`src/rtl/rmsd_pkg.sv`:
```
// Shared types, constants and field widths for the LED matrix scan driver.
// No dependencies; every other file of the block refers to this package.
package rmsd_pkg;

  // Field widths fixed by the item format.
  localparam int ROW_W    = 5;
  localparam int COL_W    = 5;
  localparam int RGB_W    = 3;
  localparam int RADDR_W  = 4;
  localparam int SETTLE_W = 16;

  // Default geometry of the panel.
  localparam int COLUMNS_DEF    = 32;
  localparam int SCAN_ZONES_DEF = 16;

  // Reset value of the settle register.
  localparam logic [SETTLE_W-1:0] SETTLE_RESET = 16'd1000;

  // Request codes.
  localparam logic REQ_PIXEL = 1'b0;
  localparam logic REQ_TICK  = 1'b1;

  typedef enum logic [1:0] {
    PH_SETTLE,
    PH_SHIFT,
    PH_LATCH_HI,
    PH_LATCH_LO
  } phase_t;

  // Pin levels of one tick, minus the colors, which come from the frame store.
  typedef struct packed {
    logic [RADDR_W-1:0] row_addr;
    logic               shift_clk;
    logic               latch;
    logic               out_enable_n;
    logic               frame_end;
    logic               show_rgb;
  } pins_t;

endpackage

```
`src/rtl/rmsd_in_if.sv`:
```
// Input channel of the scan driver: valid/ready handshake plus request payload.
// Depends on rmsd_pkg for field widths.
interface rmsd_in_if;
  logic                        valid;
  logic                        ready;
  logic                        req_type;
  logic [rmsd_pkg::ROW_W-1:0]  pixel_row;
  logic [rmsd_pkg::COL_W-1:0]  pixel_col;
  logic [rmsd_pkg::RGB_W-1:0]  pixel_color;

  modport source (output valid, req_type, pixel_row, pixel_col, pixel_color, input ready);
  modport sink   (input valid, req_type, pixel_row, pixel_col, pixel_color, output ready);
endinterface

```
`src/rtl/rmsd_out_if.sv`:
```
// Result channel of the scan driver: valid/ready handshake plus the pin vector.
// Depends on rmsd_pkg for field widths.
interface rmsd_out_if;
  logic                          valid;
  logic                          ready;
  logic [rmsd_pkg::RADDR_W-1:0]  row_addr;
  logic [rmsd_pkg::RGB_W-1:0]    upper_rgb;
  logic [rmsd_pkg::RGB_W-1:0]    lower_rgb;
  logic                          shift_clk;
  logic                          latch;
  logic                          out_enable_n;
  logic                          frame_end;

  modport source (output valid, row_addr, upper_rgb, lower_rgb, shift_clk, latch,
                  out_enable_n, frame_end, input ready);
  modport sink   (input valid, row_addr, upper_rgb, lower_rgb, shift_clk, latch,
                  out_enable_n, frame_end, output ready);
endinterface

```
`src/rtl/rmsd_seq.sv`:
```
// Refresh sequencer: zone, phase, column and settle counters plus the settle register.
// Depends on rmsd_pkg for the phase enum and the pin struct.
module rmsd_seq #(
  parameter int COLUMNS    = rmsd_pkg::COLUMNS_DEF,
  parameter int SCAN_ZONES = rmsd_pkg::SCAN_ZONES_DEF,
  localparam int ZW = $clog2(SCAN_ZONES),
  localparam int CW = $clog2(COLUMNS)
) (
  input  logic                           clk,
  input  logic                           rst_n,
  input  logic                           cfg_we,
  input  logic [rmsd_pkg::SETTLE_W-1:0]  cfg_wdata,
  input  logic                           tick,
  output rmsd_pkg::pins_t                pins,
  output logic [ZW-1:0]                  rd_zone,
  output logic [CW-1:0]                  rd_col
);

  rmsd_pkg::phase_t               phase_r, phase_nxt;
  logic [ZW-1:0]                  zone_r, zone_nxt;
  logic [CW-1:0]                  col_r, col_nxt;
  logic                           half_r, half_nxt;
  logic [rmsd_pkg::SETTLE_W-1:0]  cnt_r, cnt_nxt;
  logic [rmsd_pkg::SETTLE_W-1:0]  ticks_r;
  logic [rmsd_pkg::SETTLE_W-1:0]  limit;
  logic [rmsd_pkg::SETTLE_W:0]    cnt_inc;
  logic                           col_last;
  logic                           zone_last;
  logic [7:0]                     zone_ext;

  // A zero setting behaves as one tick.
  assign limit     = (ticks_r == '0) ? rmsd_pkg::SETTLE_W'(1) : ticks_r;
  assign cnt_inc   = {1'b0, cnt_r} + (rmsd_pkg::SETTLE_W + 1)'(1);
  assign col_last  = (col_r == CW'(COLUMNS - 1));
  assign zone_last = (zone_r == ZW'(SCAN_ZONES - 1));

  always_comb begin
    phase_nxt = phase_r;
    zone_nxt  = zone_r;
    col_nxt   = col_r;
    half_nxt  = half_r;
    cnt_nxt   = cnt_r;
    if (tick) begin
      case (phase_r)
        rmsd_pkg::PH_SETTLE: begin
          if (cnt_inc >= {1'b0, limit}) begin
            cnt_nxt   = '0;
            phase_nxt = rmsd_pkg::PH_SHIFT;
            col_nxt   = '0;
            half_nxt  = 1'b0;
          end else begin
            cnt_nxt = cnt_inc[rmsd_pkg::SETTLE_W-1:0];
          end
        end
        rmsd_pkg::PH_SHIFT: begin
          if (!half_r) begin
            half_nxt = 1'b1;
          end else begin
            half_nxt = 1'b0;
            if (col_last) begin
              col_nxt   = '0;
              phase_nxt = rmsd_pkg::PH_LATCH_HI;
            end else begin
              col_nxt = col_r + CW'(1);
            end
          end
        end
        rmsd_pkg::PH_LATCH_HI: begin
          phase_nxt = rmsd_pkg::PH_LATCH_LO;
        end
        rmsd_pkg::PH_LATCH_LO: begin
          zone_nxt  = zone_last ? '0 : zone_r + ZW'(1);
          phase_nxt = rmsd_pkg::PH_SETTLE;
          cnt_nxt   = '0;
        end
        default: begin
          phase_nxt = rmsd_pkg::PH_SETTLE;
        end
      endcase
    end
  end

  assign zone_ext = 8'(zone_r);

  always_comb begin
    pins              = '0;
    pins.row_addr     = zone_ext[rmsd_pkg::RADDR_W-1:0];
    case (phase_r)
      rmsd_pkg::PH_SETTLE: begin
        pins.show_rgb = 1'b0;
      end
      rmsd_pkg::PH_SHIFT: begin
        pins.show_rgb  = 1'b1;
        pins.shift_clk = half_r;
      end
      rmsd_pkg::PH_LATCH_HI: begin
        pins.latch = 1'b1;
      end
      rmsd_pkg::PH_LATCH_LO: begin
        pins.out_enable_n = 1'b1;
        pins.frame_end    = zone_last;
      end
      default: begin
        pins.show_rgb = 1'b0;
      end
    endcase
  end

  assign rd_zone = zone_r;
  assign rd_col  = col_r;

  always_ff @(posedge clk) begin
    if (!rst_n) begin
      phase_r <= rmsd_pkg::PH_SETTLE;
      zone_r  <= '0;
      col_r   <= '0;
      half_r  <= 1'b0;
      cnt_r   <= '0;
      ticks_r <= rmsd_pkg::SETTLE_RESET;
    end else begin
      phase_r <= phase_nxt;
      zone_r  <= zone_nxt;
      col_r   <= col_nxt;
      half_r  <= half_nxt;
      cnt_r   <= cnt_nxt;
      if (cfg_we) begin
        ticks_r <= cfg_wdata;
      end
    end
  end

endmodule

```
`src/rtl/rmsd_fbuf.sv`:
```
// Frame store: upper and lower half banks addressed by zone and column, with a
// clearing sweep after reset. Depends on rmsd_pkg for field widths.
module rmsd_fbuf #(
  parameter int COLUMNS    = rmsd_pkg::COLUMNS_DEF,
  parameter int SCAN_ZONES = rmsd_pkg::SCAN_ZONES_DEF,
  localparam int ZW = $clog2(SCAN_ZONES),
  localparam int CW = $clog2(COLUMNS)
) (
  input  logic                         clk,
  input  logic                         rst_n,
  input  logic                         wr_en,
  input  logic [rmsd_pkg::ROW_W-1:0]   wr_row,
  input  logic [rmsd_pkg::COL_W-1:0]   wr_col,
  input  logic [rmsd_pkg::RGB_W-1:0]   wr_color,
  input  logic                         rd_en,
  input  logic [ZW-1:0]                rd_zone,
  input  logic [CW-1:0]                rd_col,
  output logic [rmsd_pkg::RGB_W-1:0]   rd_upper,
  output logic [rmsd_pkg::RGB_W-1:0]   rd_lower,
  output logic                         clearing
);

  localparam int AW    = ZW + CW;
  localparam int DEPTH = 1 << AW;

  logic [rmsd_pkg::RGB_W-1:0] mem_up [DEPTH];
  logic [rmsd_pkg::RGB_W-1:0] mem_lo [DEPTH];
  logic [rmsd_pkg::RGB_W-1:0] rd_upper_r;
  logic [rmsd_pkg::RGB_W-1:0] rd_lower_r;
  logic                       clearing_r;
  logic [AW-1:0]              clr_addr_r;

  logic [6:0]    row_ext;
  logic [6:0]    row_off;
  logic [7:0]    col_ext;
  logic          in_range;
  logic          to_lower;
  logic [AW-1:0] waddr;
  logic [AW-1:0] raddr;

  assign row_ext  = 7'(wr_row);
  assign col_ext  = 8'(wr_col);
  assign in_range = (row_ext < 7'(2 * SCAN_ZONES)) && (col_ext < 8'(COLUMNS));
  assign to_lower = (row_ext >= 7'(SCAN_ZONES));
  assign row_off  = to_lower ? row_ext - 7'(SCAN_ZONES) : row_ext;
  assign waddr    = {row_off[ZW-1:0], col_ext[CW-1:0]};
  assign raddr    = {rd_zone, rd_col};

  // Both banks are zeroed one address per cycle while the sweep runs.
  always_ff @(posedge clk) begin
    if (clearing_r) begin
      mem_up[clr_addr_r] <= '0;
    end else if (wr_en && in_range && !to_lower) begin
      mem_up[waddr] <= wr_color;
    end
    if (rd_en) begin
      rd_upper_r <= mem_up[raddr];
    end
  end

  always_ff @(posedge clk) begin
    if (clearing_r) begin
      mem_lo[clr_addr_r] <= '0;
    end else if (wr_en && in_range && to_lower) begin
      mem_lo[waddr] <= wr_color;
    end
    if (rd_en) begin
      rd_lower_r <= mem_lo[raddr];
    end
  end

  always_ff @(posedge clk) begin
    if (!rst_n) begin
      clearing_r <= 1'b1;
      clr_addr_r <= '0;
    end else if (clearing_r) begin
      clr_addr_r <= clr_addr_r + AW'(1);
      if (clr_addr_r == '1) begin
        clearing_r <= 1'b0;
      end
    end
  end

  assign rd_upper = rd_upper_r;
  assign rd_lower = rd_lower_r;
  assign clearing = clearing_r;

endmodule

```
`src/rtl/rgb_matrix_scan_driver_unit.sv`:
```
// Top level of the LED matrix scan driver: sequencer, frame store and result pipeline.
// Depends on rmsd_pkg, rmsd_in_if, rmsd_out_if, rmsd_seq and rmsd_fbuf.
//
//   channel | direction | handshake          | contents
//   --------+-----------+--------------------+---------------------------------------
//   in_ch   | in        | valid / ready      | req_type, pixel_row, pixel_col, color
//   out_ch  | out       | valid / ready      | one pin vector per scan tick
//   cfg_*   | in        | cfg_we, no ready   | settle_ticks
//
// One item is accepted per cycle while in_ch.ready is high; a scan-tick item's pin
// vector moves via stage one and the registered store read into the output register.
// Pixel-write items update the store at acceptance and yield no result.
// After reset, in_ch.ready stays low for the store clearing sweep, which zeroes all
// 2**(clog2(SCAN_ZONES) + clog2(COLUMNS)) bank addresses (512 for a 32 by 32 panel).
// A stall on out_ch backs up through the two result stages into in_ch.ready.
module rgb_matrix_scan_driver_unit #(
  parameter int COLUMNS    = rmsd_pkg::COLUMNS_DEF,
  parameter int SCAN_ZONES = rmsd_pkg::SCAN_ZONES_DEF
) (
  input  logic                           clk,
  input  logic                           rst_n,
  rmsd_in_if.sink                        in_ch,
  rmsd_out_if.source                     out_ch,
  input  logic                           cfg_we,
  input  logic [rmsd_pkg::SETTLE_W-1:0]  cfg_wdata
);

  localparam int ZW = $clog2(SCAN_ZONES);
  localparam int CW = $clog2(COLUMNS);

  logic                        accept;
  logic                        tick;
  logic                        pix_wr;
  logic                        clearing;
  rmsd_pkg::pins_t             seq_pins;
  logic [ZW-1:0]               rd_zone;
  logic [CW-1:0]               rd_col;
  logic [rmsd_pkg::RGB_W-1:0]  rd_upper;
  logic [rmsd_pkg::RGB_W-1:0]  rd_lower;

  // Stage one holds the pin levels while the store read completes; stage two is
  // the result register seen on out_ch.
  logic                        s1_valid_r, s1_valid_nxt;
  rmsd_pkg::pins_t             s1_pins_r;
  logic                        s2_valid_r, s2_valid_nxt;
  rmsd_pkg::pins_t             s2_pins_r;
  logic [rmsd_pkg::RGB_W-1:0]  s2_upper_r;
  logic [rmsd_pkg::RGB_W-1:0]  s2_lower_r;
  logic                        s2_free;
  logic                        s1_move;

  assign s2_free     = !s2_valid_r || out_ch.ready;
  assign s1_move     = s1_valid_r && s2_free;
  assign in_ch.ready = !clearing && (!s1_valid_r || s2_free);
  assign accept      = in_ch.valid && in_ch.ready;
  assign tick        = accept && (in_ch.req_type == rmsd_pkg::REQ_TICK);
  assign pix_wr      = accept && (in_ch.req_type == rmsd_pkg::REQ_PIXEL);

  rmsd_seq #(
    .COLUMNS    (COLUMNS),
    .SCAN_ZONES (SCAN_ZONES)
  ) u_seq (
    .clk       (clk),
    .rst_n     (rst_n),
    .cfg_we    (cfg_we),
    .cfg_wdata (cfg_wdata),
    .tick      (tick),
    .pins      (seq_pins),
    .rd_zone   (rd_zone),
    .rd_col    (rd_col)
  );

  // The read for a tick is launched at its acceptance and held while stage one
  // waits, since the read enable is the tick itself.
  rmsd_fbuf #(
    .COLUMNS    (COLUMNS),
    .SCAN_ZONES (SCAN_ZONES)
  ) u_fbuf (
    .clk      (clk),
    .rst_n    (rst_n),
    .wr_en    (pix_wr),
    .wr_row   (in_ch.pixel_row),
    .wr_col   (in_ch.pixel_col),
    .wr_color (in_ch.pixel_color),
    .rd_en    (tick),
    .rd_zone  (rd_zone),
    .rd_col   (rd_col),
    .rd_upper (rd_upper),
    .rd_lower (rd_lower),
    .clearing (clearing)
  );

  always_comb begin
    s1_valid_nxt = s1_valid_r;
    if (tick) begin
      s1_valid_nxt = 1'b1;
    end else if (s1_move) begin
      s1_valid_nxt = 1'b0;
    end
    s2_valid_nxt = s2_valid_r;
    if (s1_move) begin
      s2_valid_nxt = 1'b1;
    end else if (out_ch.ready) begin
      s2_valid_nxt = 1'b0;
    end
  end

  always_ff @(posedge clk) begin
    if (!rst_n) begin
      s1_valid_r <= 1'b0;
      s2_valid_r <= 1'b0;
    end else begin
      s1_valid_r <= s1_valid_nxt;
      s2_valid_r <= s2_valid_nxt;
    end
  end

  // Colors are forced to black outside the shift phase.
  always_ff @(posedge clk) begin
    if (tick) begin
      s1_pins_r <= seq_pins;
    end
    if (s1_move) begin
      s2_pins_r  <= s1_pins_r;
      s2_upper_r <= s1_pins_r.show_rgb ? rd_upper : '0;
      s2_lower_r <= s1_pins_r.show_rgb ? rd_lower : '0;
    end
  end

  assign out_ch.valid        = s2_valid_r;
  assign out_ch.row_addr     = s2_pins_r.row_addr;
  assign out_ch.upper_rgb    = s2_upper_r;
  assign out_ch.lower_rgb    = s2_lower_r;
  assign out_ch.shift_clk    = s2_pins_r.shift_clk;
  assign out_ch.latch        = s2_pins_r.latch;
  assign out_ch.out_enable_n = s2_pins_r.out_enable_n;
  assign out_ch.frame_end    = s2_pins_r.frame_end;

endmodule

```
`src/flat_wrapper.sv`:
```
// flat-port wrapper written by rule: the top's interface ports become plain ports
module rgb_matrix_scan_driver_unit_flat 
#(
  parameter int COLUMNS    = rmsd_pkg::COLUMNS_DEF,
  parameter int SCAN_ZONES = rmsd_pkg::SCAN_ZONES_DEF
)
  (clk, rst_n, cfg_we, cfg_wdata, in_ch_valid, in_ch_req_type, in_ch_pixel_row, in_ch_pixel_col, in_ch_pixel_color, in_ch_ready, out_ch_valid, out_ch_row_addr, out_ch_upper_rgb, out_ch_lower_rgb, out_ch_shift_clk, out_ch_latch, out_ch_out_enable_n, out_ch_frame_end, out_ch_ready);
  rmsd_in_if in_ch_i ();
  rmsd_out_if out_ch_i ();
  input  logic clk;
  input  logic rst_n;
  input  logic cfg_we;
  input  logic [rmsd_pkg::SETTLE_W-1:0] cfg_wdata;
  input wire logic [$bits(in_ch_i.valid)-1:0] in_ch_valid;
  input wire logic [$bits(in_ch_i.req_type)-1:0] in_ch_req_type;
  input wire logic [$bits(in_ch_i.pixel_row)-1:0] in_ch_pixel_row;
  input wire logic [$bits(in_ch_i.pixel_col)-1:0] in_ch_pixel_col;
  input wire logic [$bits(in_ch_i.pixel_color)-1:0] in_ch_pixel_color;
  output wire logic [$bits(in_ch_i.ready)-1:0] in_ch_ready;
  output wire logic [$bits(out_ch_i.valid)-1:0] out_ch_valid;
  output wire logic [$bits(out_ch_i.row_addr)-1:0] out_ch_row_addr;
  output wire logic [$bits(out_ch_i.upper_rgb)-1:0] out_ch_upper_rgb;
  output wire logic [$bits(out_ch_i.lower_rgb)-1:0] out_ch_lower_rgb;
  output wire logic [$bits(out_ch_i.shift_clk)-1:0] out_ch_shift_clk;
  output wire logic [$bits(out_ch_i.latch)-1:0] out_ch_latch;
  output wire logic [$bits(out_ch_i.out_enable_n)-1:0] out_ch_out_enable_n;
  output wire logic [$bits(out_ch_i.frame_end)-1:0] out_ch_frame_end;
  input wire logic [$bits(out_ch_i.ready)-1:0] out_ch_ready;
  assign in_ch_i.valid = in_ch_valid;
  assign in_ch_i.req_type = in_ch_req_type;
  assign in_ch_i.pixel_row = in_ch_pixel_row;
  assign in_ch_i.pixel_col = in_ch_pixel_col;
  assign in_ch_i.pixel_color = in_ch_pixel_color;
  assign in_ch_ready = in_ch_i.ready;
  assign out_ch_valid = out_ch_i.valid;
  assign out_ch_row_addr = out_ch_i.row_addr;
  assign out_ch_upper_rgb = out_ch_i.upper_rgb;
  assign out_ch_lower_rgb = out_ch_i.lower_rgb;
  assign out_ch_shift_clk = out_ch_i.shift_clk;
  assign out_ch_latch = out_ch_i.latch;
  assign out_ch_out_enable_n = out_ch_i.out_enable_n;
  assign out_ch_frame_end = out_ch_i.frame_end;
  assign out_ch_i.ready = out_ch_ready;
  rgb_matrix_scan_driver_unit #(.COLUMNS(COLUMNS), .SCAN_ZONES(SCAN_ZONES)) u_core (.clk(clk), .rst_n(rst_n), .in_ch(in_ch_i), .out_ch(out_ch_i), .cfg_we(cfg_we), .cfg_wdata(cfg_wdata));
endmodule
```
`config.mk`:
```
export PLATFORM = sky130hd
export DESIGN_NAME = rgb_matrix_scan_driver_unit_flat
export DESIGN_NICKNAME = d
export VERILOG_FILES = /design/src/rtl/rmsd_pkg.sv /design/src/rtl/rmsd_in_if.sv /design/src/rtl/rmsd_out_if.sv /design/src/rtl/rmsd_seq.sv /design/src/rtl/rmsd_fbuf.sv /design/src/rtl/rgb_matrix_scan_driver_unit.sv /design/src/flat_wrapper.sv
export SDC_FILE = /design/constraint.sdc
export NUM_CORES = 2
export LEC_CHECK = 0
export BUFFER_PORTS_ARGS = -buffer_cell sky130_fd_sc_hd__buf_4
export CAP_MARGIN = 25
export CORE_ASPECT_RATIO = 0.9
export CORE_MARGIN = 1
export CORE_UTILIZATION = 55
export CTS_BUF_LIST = sky130_fd_sc_hd__clkbuf_4 sky130_fd_sc_hd__clkbuf_8
export CTS_CLUSTER_DIAMETER = 150
export DETAILED_ROUTE_END_ITERATION = 10
export PLACE_DENSITY_LB_ADDON = 0.05
export SLEW_MARGIN = 20
export SYNTH_ARGS = -nofsm -noshare
export SYNTH_HDL_FRONTEND = slang
export SYNTH_SLANG_ARGS = --single-unit
```
`constraint.sdc`:
```
create_clock -name clk -period 42.5 [get_ports clk]
set_input_delay 8.5 -clock clk [delete_from_list [all_inputs] [get_ports clk]]
set_output_delay 8.5 -clock clk [all_outputs]
set_load 0.02 [all_outputs]
```
==> results.ini <==
[logic_synthesis]
synthCells = 7329
dominantRegCellSynth = edfxtp_1
ys_warn_count = 0
synthesis.nets = 7390
synth_top_cell_by_area = edfxtp_1
yosysTopAreaCellShare_pct = 72.3
ys_seq_area_share_pct = 73.2
synth_edf_count = 3101
yosysMostFrequentCell = edfxtp_1
synth-seq-cells = 3157
async_reset_ff_share_pct = 0
synth_cell_type_count = 78
synth_area_leaders = edfxtp_1 (72%), mux4_2 (7.9%), mux2i_1 (4.6%)
synth_area_per_cell_sq_um = 17.6
ys_top_cells_by_count = edfxtp_1 (3,101), nor2_1 (1,147), mux2i_1 (594)
synth_area_sq_mm = 0.129

[sta]
setup_tns_ns = 0
tightestPinTransition_ns = 1.54
rsz0062_at_grt = no
max_slew_margin_pct = -2.83
fmax_mhz = 56.9
period_needed_ns = 17.58
hold_violations = 0
setup_viol = 0
slew_viol_final = 81
layout_setup_ws_ns = 24.92
fin_skew_ns = 0.0553
fin_crit_sh_pct = 41.4
hold_ws_ns = 0.430

[routing]
drt_wl_total_um = 333000
routed-via-count = 69700
drt_first_pass_iters = 6
postRouteAntennaNets = 0
routedWlPerCell_um = 30.3
via_per_inst = 6.36
drcViolationCount = 0
drt-initial-drc-count = 7883

[worst_hold_path]
hold_class = reg2reg

[power]
p_leak_nw = 47.3
p_total_mw = 5.99
power_density_mw_per_mm2 = 42.4
ir_drop_v = 0.0000277

[final_layout]
syn2layout_area_growth_pct = 9.64
drive_above_1_share_pct = 19.2
layout.nets = 7565

[worst_setup_path]
r2r-end = u_core.u_fbuf.rd_upper[0]
timing.rr.start = u_core.u_seq.rd_col[0]
endpoint = in_ch_ready
cp_data_arrival_time_ns = 9.08
ff2ff_setup_slack_ns = 35.92
critPathLaunchType = input port
worstSetupPathType = in2out
cp-startpoint = out_ch_ready
critPathRequiredTime_ns = 34.00
rr_worst_depth = 10
cp-end-kind = primary output
cp_max_fo = 4

[cts]
insertion_delay_ns = 1.01
clock_path_buffers = 4
postCtsSetupBuffers = 0
clkTransAtPathRegs_ns = 0.06
cts_buffers = 523
cts-root-buf = clkbuf_8
post_cts_resized = 0
h-tree-depth = 6
cts_hold_buf = 0
tritoncts = done
cts.sinks = 3157

[place]
post-place-ws_ns = 24.93
place.gp.congestion = 0.822
dpl.hpwl_um = 187000
io_buffers = 50

[floorplanning]
core_sq_mm = 0.233
ioPinCount = 51
num_rows = 168
fp.dieArea_sq_mm = 0.236
initial_utilization_pct = 55.3
die-width_um = 512
die_h_um = 461

[global_route]
grt_start_max_net_pins = 239
overflow = 0
grt_usage_pct = 28.1
antenna_found_initial = 27
grt_pass1_vias = 70400
grt_pass1_wl_um = 481000

[status]
violations = slew limit
status = finished with violations

[run]
drv_cap = 0

[worst min path at each step]
| stage | startpoint | depth (start not counted) | end | slack, ns |
|---|---|---|---|---|
| 5_1_grt | u_core.s1_pins_r[7] | 0 | u_core.out_ch.row_addr[2] | 0.44 |
| 3_3_place_gp | u_core.s1_pins_r[7] | 0 | u_core.out_ch.row_addr[2] | 0.41 |
| 6_report | u_core.s1_pins_r[5] | 0 | u_core.out_ch.row_addr[0] | 0.43 |
| 4_1_cts | u_core.s1_pins_r[1] | 0 | u_core.out_ch.frame_end | 0.42 |
| 2_1_floorplan | u_core.s1_pins_r[1] | 0 | u_core.out_ch.frame_end | 0.40 |
| 3_5_place_dp | u_core.s1_pins_r[1] | 0 | u_core.out_ch.frame_end | 0.41 |
[where the power goes]
group	switching (mW)	leakage [nW]	internal (mW)	total, mW
logic	0.0424	8.01	0.0102	0.0525
clock network	1.19	5.12	1.37	2.56
registers	0.00180	34.2	3.37	3.37
total	1.24	47.3	4.75	5.99
[cell families (layout without fill, tap and decap cells)]
family / after synthesis / in the layout / share of synthesized area (%)
flip-flops: 3157 / 3157 / 73.2
AND/OR/NAND/NOR: 1676 / 1676 / 5.52
multiplexers: 1131 / 1131 / 13.9
AO/OA/AOI/OAI: 761 / 761 / 4.26
buffers and inverters: 557 / 1122 / 2.68
adder cells (fa/ha/maj): 26 / 26 / 0.253
XOR/XNOR: 21 / 21 / 0.143
other: 0 / 8 / 0
[layer usage]
| layer | track usage (%) | routed length, um |
|---|---|---|
| met4 | 8.64 | 9430 |
| met5 | 0 | 0 |
| met3 | 6.10 | 29800 |
| met1 | 41.0 | 141000 |
| met2 | 42.6 | 152000 |
[through the flow]
stage	utilization [%]	instance area, sq um	instances
global route	60.6	141000	11000
finish	60.7	141000	11000
global placement	56.3	131000	10000
floorplan	-	129000	7329
CTS	60.6	141000	10900
detailed placement	56.3	131000	10000
[sequential cells by signal (all words and copies together), names as in the netlist, 2 cells and up]
register and cells:
u_core.u_fbuf.mem_lo 1536, u_core.u_fbuf.mem_up 1536, u_core.u_seq.cnt_r 16, u_core.u_seq.ticks_r 16, u_core.s1_pins_r 9, u_core.u_fbuf.clr_addr_r 9, u_core.u_seq.rd_col 5, u_core.out_ch.row_addr 4
u_core.u_seq.rd_zone 4, u_core.out_ch.lower_rgb 3, u_core.out_ch.upper_rgb 3, u_core.u_fbuf.rd_lower 3, u_core.u_fbuf.rd_upper 3, u_core.u_seq.phase_r 2
[cell type report]
type,instances,area (sq um)
diodes,8,20.0
well taps,3060,3830
clock buffers,673,8430
fillers,17100,91600
multi-input cells,3615,31400
clock inverters,242,1450
flip-flops and latches,3157,94300
inverters,31,124
repair buffers,176,1640
[cells in the final DEF, fill, tap and decap left out, drive strengths merged, types with 12 or more instances in the layout]
cell type	n
a211oi	19
a21boi	21
a21oi	115
a22oi	37
a31oi	14
and2	16
and3	14
buf	176
bufinv	12
clkbuf	673
clkinv	192
clkinvlp	33
dfxtp	56
edfxtp	3101
ha	26
inv	36
mux2	28
mux2i	594
mux4	509
nand2	139
nand2b	26
nand3	112
nand4	29
nor2	1147
nor3	88
nor4	36
o21a	20
o21ai	73
o221ai	270
o22ai	117
o31ai	27
or3	26
xnor2	12
[critical path: stages]
cell and delay, ns:
buf_4 0.12, nor2b_4 0.15, a21oi_2 0.10, buf_4 0.20
Note: power is estimated with default switching activity, not from simulation.
